[config.mk]
export PLATFORM = sky130hd
export DESIGN_NAME = cabf_front
export DESIGN_NICKNAME = d
export VERILOG_FILES = /design/src/hdl/cabf_pkg.sv /design/src/hdl/cabf_front.sv
export SDC_FILE = /design/constraint.sdc
export NUM_CORES = 1
export LEC_CHECK = 0
export CAP_MARGIN = 20
export CORE_MARGIN = 4
export CORE_UTILIZATION = 40
export CTS_CLUSTER_SIZE = 25
export DETAILED_ROUTE_END_ITERATION = 6
export DONT_BUFFER_PORTS = 1
export PLACE_DENSITY_LB_ADDON = 0.15
export SYNTH_ARGS = -nofsm -noshare
export SYNTH_HDL_FRONTEND = slang
export SYNTH_SLANG_ARGS = --single-unit
[constraint.sdc]
create_clock -name clk -period 5.25 [get_ports clk]
set_input_delay 0.525 -clock clk [delete_from_list [all_inputs] [get_ports clk]]
set_output_delay 0.525 -clock clk [all_outputs]
set_load 0.01 [all_outputs]
[src/hdl/cabf_pkg.sv]
`default_nettype none
package cabf_pkg;

	localparam int FRAME_WIDTH  = 256;
	localparam int FRAME_HEIGHT = 64;
	localparam int STORE_DEPTH  = FRAME_WIDTH * FRAME_HEIGHT;
	localparam int ADDR_W       = (STORE_DEPTH > 1) ? $clog2(STORE_DEPTH) : 1;
	localparam int QUEUE_DEPTH  = 2;
	localparam logic [31:0] BLEND_COLOUR_RESET = 32'hFF00_0000;

	typedef enum logic [1:0] {
		CMD_LOAD  = 2'd0,
		CMD_BLEND = 2'd1,
		CMD_READ  = 2'd2
	} cmd_t;

	typedef struct packed {
		cmd_t              op;
		logic              in_frame;
		logic [ADDR_W-1:0] addr;
		logic [7:0]        cov;
		logic [31:0]       art;
	} item_t;

	typedef struct packed {
		logic  valid;
		item_t item;
	} queue_head_t;

	typedef enum logic [3:0] {
		ST_IDLE,
		ST_READ,
		ST_EXEC,
		ST_SA_MUL,
		ST_SA_DIV,
		ST_DW_MUL,
		ST_DW_DIV,
		ST_CH_MUL,
		ST_CH_ADD,
		ST_CH_DIV,
		ST_FINISH
	} state_t;

	function automatic logic [7:0] div255(input logic [16:0] v);
		logic [16:0] t;
		t = v + (v >> 8) + 17'd1;
		return t[15:8];
	endfunction

endpackage
`default_nettype wire

[src/hdl/cabf_front.sv]
`default_nettype none
module cabf_front (
	input  wire logic                 clk,
	input  wire logic                 arst_n,
	input  wire logic                 in_valid,
	output logic                      in_stall,
	input  wire logic [1:0]           cmd,
	input  wire logic signed [10:0]   x_pos,
	input  wire logic signed [10:0]   y_pos,
	input  wire logic [7:0]           coverage,
	input  wire logic [7:0]           red_byte,
	input  wire logic [7:0]           green_byte,
	input  wire logic [7:0]           blue_byte,
	input  wire logic [7:0]           alpha_byte,
	output cabf_pkg::queue_head_t     head,
	input  wire logic                 pop
);

	cabf_pkg::item_t q_mem_q [cabf_pkg::QUEUE_DEPTH];
	logic            wr_ptr_q;
	logic            rd_ptr_q;
	logic [1:0]      count_q;
	cabf_pkg::item_t item_c;
	logic            push;
	logic            x_ok;
	logic            y_ok;

	assign x_ok = !x_pos[10] && (12'({1'b0, x_pos[9:0]}) < 12'(cabf_pkg::FRAME_WIDTH));
	assign y_ok = !y_pos[10] && (12'({1'b0, y_pos[9:0]}) < 12'(cabf_pkg::FRAME_HEIGHT));

	always_comb begin
		item_c.op       = cabf_pkg::cmd_t'(cmd);
		item_c.in_frame = x_ok && y_ok;
		item_c.addr     = cabf_pkg::ADDR_W'(21'(y_pos[9:0]) * 21'(cabf_pkg::FRAME_WIDTH)
		                  + 21'(x_pos[9:0]));
		item_c.cov      = coverage;
		item_c.art      = {alpha_byte, blue_byte, green_byte, red_byte};
	end

	assign in_stall   = (count_q == 2'(cabf_pkg::QUEUE_DEPTH));
	assign push       = in_valid && !in_stall;
	assign head.valid = (count_q != 2'd0);
	assign head.item  = q_mem_q[rd_ptr_q];

	always_ff @(posedge clk) begin
		if (push) begin
			q_mem_q[wr_ptr_q] <= item_c;
		end
	end

	always_ff @(posedge clk or negedge arst_n) begin
		if (!arst_n) begin
			wr_ptr_q <= 1'b0;
			rd_ptr_q <= 1'b0;
			count_q  <= 2'd0;
		end else begin
			if (push) begin
				wr_ptr_q <= !wr_ptr_q;
			end
			if (pop) begin
				rd_ptr_q <= !rd_ptr_q;
			end
			count_q <= count_q + 2'(push) - 2'(pop);
		end
	end

endmodule
`default_nettype wire

==> out/qor.yml <==
status: "complete, no violations"
clock-sinks: 118
grt_pass1_vias: 2148
synth_area_sq_um: 4520
synth_top_area_cell: "edfxtp_1"
place.detailed.hpwl_mm: 4.82
clk_latency_ns: 0.40
fin_hold_ws_ns: 0.203
slowest_stage: "dfrtp_4"
clockBufferDepth: 2
port_buffers: 0
clk_pin_slew_worst_paths_ns: 0.05
layout_setup_ws_ns: 2.83
arrival_ns: 1.89
grt_antenna_before_repair: 0
grt_usage_pct: 12.1
worst_path_dominant_cell_family: "flip-flops"
drive_gt1_share_pct: 38.0
cts_setup_buffers: 0
cp_num_cells: 1
finalWeightedCongestion: 0.664
crit_fanout: 58
finClkSkew_ns: 0.00940
routed_wl_mm: 7.42
leakage_nw: 1.83
async_flop_share_pct: 3.39
die_w_um: 114
hp-class: "input pin to flip-flop"
maxSlewHeadroom_pct: 40.6
ys_types: 19
yosysWarnings: 0
drt_iter0_drc: 75
ys_seq_area_share_pct: 77.9
ant_nets: 0
synth-seq-cells: 118
final_nets: 302
ctsResizeCount: 0
max_cap_viol_count: 0
critPathKind: "flip-flop to primary output"
rsz0062_at_grt: "no"
timing.fmax_mhz: 413
syn_to_final_growth_pct: 15.9
synth_edf_count: 114
hold_viol_final: 0
tightest_slew_ns: 0.892
ys_top_cells_by_count: "edfxtp_1 (114), mux2_2 (37), mux2_4 (20)"
numCtsBuffers: 17
place_inst: 349
synthCells: 213
rows: 38
worst-path-buf-inv: 0
grt_max_degree: 59
vias_per_cell: 4.90
coreArea_sq_um: 10900
ir_drop_v: 0.000290
r2r_cells: 4
chipHeight_um: 114
setup_violations: 0
fin_util_pct: 47.9
timing.setup.tns_ns: 0
synth.most_common_cell: "edfxtp_1"
start_util_pct: 41.4
grt_pass1_wl_mm: 11.5
pre_cts_slack_ns: 3.02
antenna_cells: 0
synth_area_leaders: "edfxtp_1 (76%), mux2_2 (9.2%), mux2_4 (6.6%)"
synth_ff_type: "edfxtp_1"
placed_area_sq_um: 4680
cts_tree: "yes"
p_total_mw: 3.14
worstPathRequired_ns: 4.72
period_minus_slack_ns: 2.42
worstSetupEndpointType: "primary output"
wl_per_cell_um: 19.4
synth_nets: 286
htree_levels: 4
die_area_sq_um: 13100
synth.top_cell.area_share_pct: 75.7
path_cells: "mux2_2"
drtPass1Iterations: 2
holdPathStages: 1
slew_violations: 0
p_per_area_nw_per_um2: 598
fin_crit_sh_pct: 46.1
vias: 1871
rrSetupSlack_ns: 3.10
cts_root_buf: "clkbuf_16"
final_cell_count_no_fill: 382
synth_area_per_cell_sq_um: 21.2
critPathMaxStageDelay_ns: 1.01
ios: 127
fin_area_sq_um: 5240
setup.worst_path.start_class: "flip-flop"
drc: 0
grt-ovfl-total: 0
path summary, 6_finish.rpt:
check,to,from
max,head[22],rd_ptr_q$_DFFE_PN0P_
min,rd_ptr_q$_DFFE_PN0P_,pop
max reg2reg,q_mem_q[0][47]$_DFFE_PP_,count_q[0]$_DFF_PN0_
min reg2reg,count_q[1]$_DFF_PN0_,count_q[1]$_DFF_PN0_
max in group asynchronous,rd_ptr_q$_DFFE_PN0P_,arst_n
min in group asynchronous,count_q[1]$_DFF_PN0_,arst_n
repair_timing:
| item | CTS | global route |
|---|---|---|
| endpoints found under the setup margin | 0 | 0 |
| endpoints found under the hold margin | 4 | 0 |
| hold buffers | 1 | 0 |
sequential cells by signal (all words and copies together) (netlist names):
register / flops
q_mem_q: 114
count_q: 2
rd_ptr_q: 1
wr_ptr_q: 1
logic make-up after synthesis:
group | count (synthesis) | share of synthesized area [%]
compound gates | 1 | 0.166
xor+xnor | 8 | 1.55
fa+ha+maj | 5 | 1.55
buf+inv | 12 | 1.58
flops | 118 | 77.9
mux | 57 | 15.9
simple gates | 12 | 1.38
final cells by class:
type / instances / area, sq um
fillers: 947 / 5690
flip-flops and latches: 118 / 3530
multi-input cells: 83 / 936
clock buffers: 23 / 478
well taps: 140 / 175
clock inverters: 9 / 78.8
repair buffers: 3 / 25.0
inverters: 6 / 22.5
layer usage:
| layer | wire length (um) | track usage [%] | part of all wire, % |
|---|---|---|---|
| met1 | 2740 | 12.7 | 37 |
| met5 | 0 | 0 | 0 |
| met2 | 3610 | 18.5 | 49 |
| met4 | 61 | 4.75 | 0.82 |
| met3 | 1020 | 8.77 | 14 |
placed cells by master (no fill, tap or decap), types with 2 or more instances in the layout:
| master | netlist | routed |
|---|---|---|
| mux2_4 | 20 | 20 |
| dfrtp_1 | 4 | 3 |
| inv_1 | 6 | 6 |
| clkbuf_1 | 0 | 3 |
| nor2_1 | 3 | 2 |
| edfxtp_1 | 114 | 114 |
| xor2_1 | 2 | 2 |
| clkinv_2 | 0 | 5 |
| clkbuf_16 | 0 | 17 |
| xnor2_1 | 6 | 6 |
| nand2_1 | 3 | 3 |
| or4_1 | 2 | 2 |
| clkinvlp_4 | 0 | 2 |
| buf_4 | 0 | 2 |
| mux2_2 | 37 | 37 |
| ha_1 | 4 | 4 |
| clkbuf_8 | 0 | 3 |
power by group:
part	total (mW)	internal, mW	switching [mW]	leakage, nW
Clock	1.06	0.684	0.373	0.273
Combinational	0.637	0.301	0.336	0.448
Sequential	1.44	1.30	0.148	1.10
Note: power is estimated with default switching activity, not from simulation.
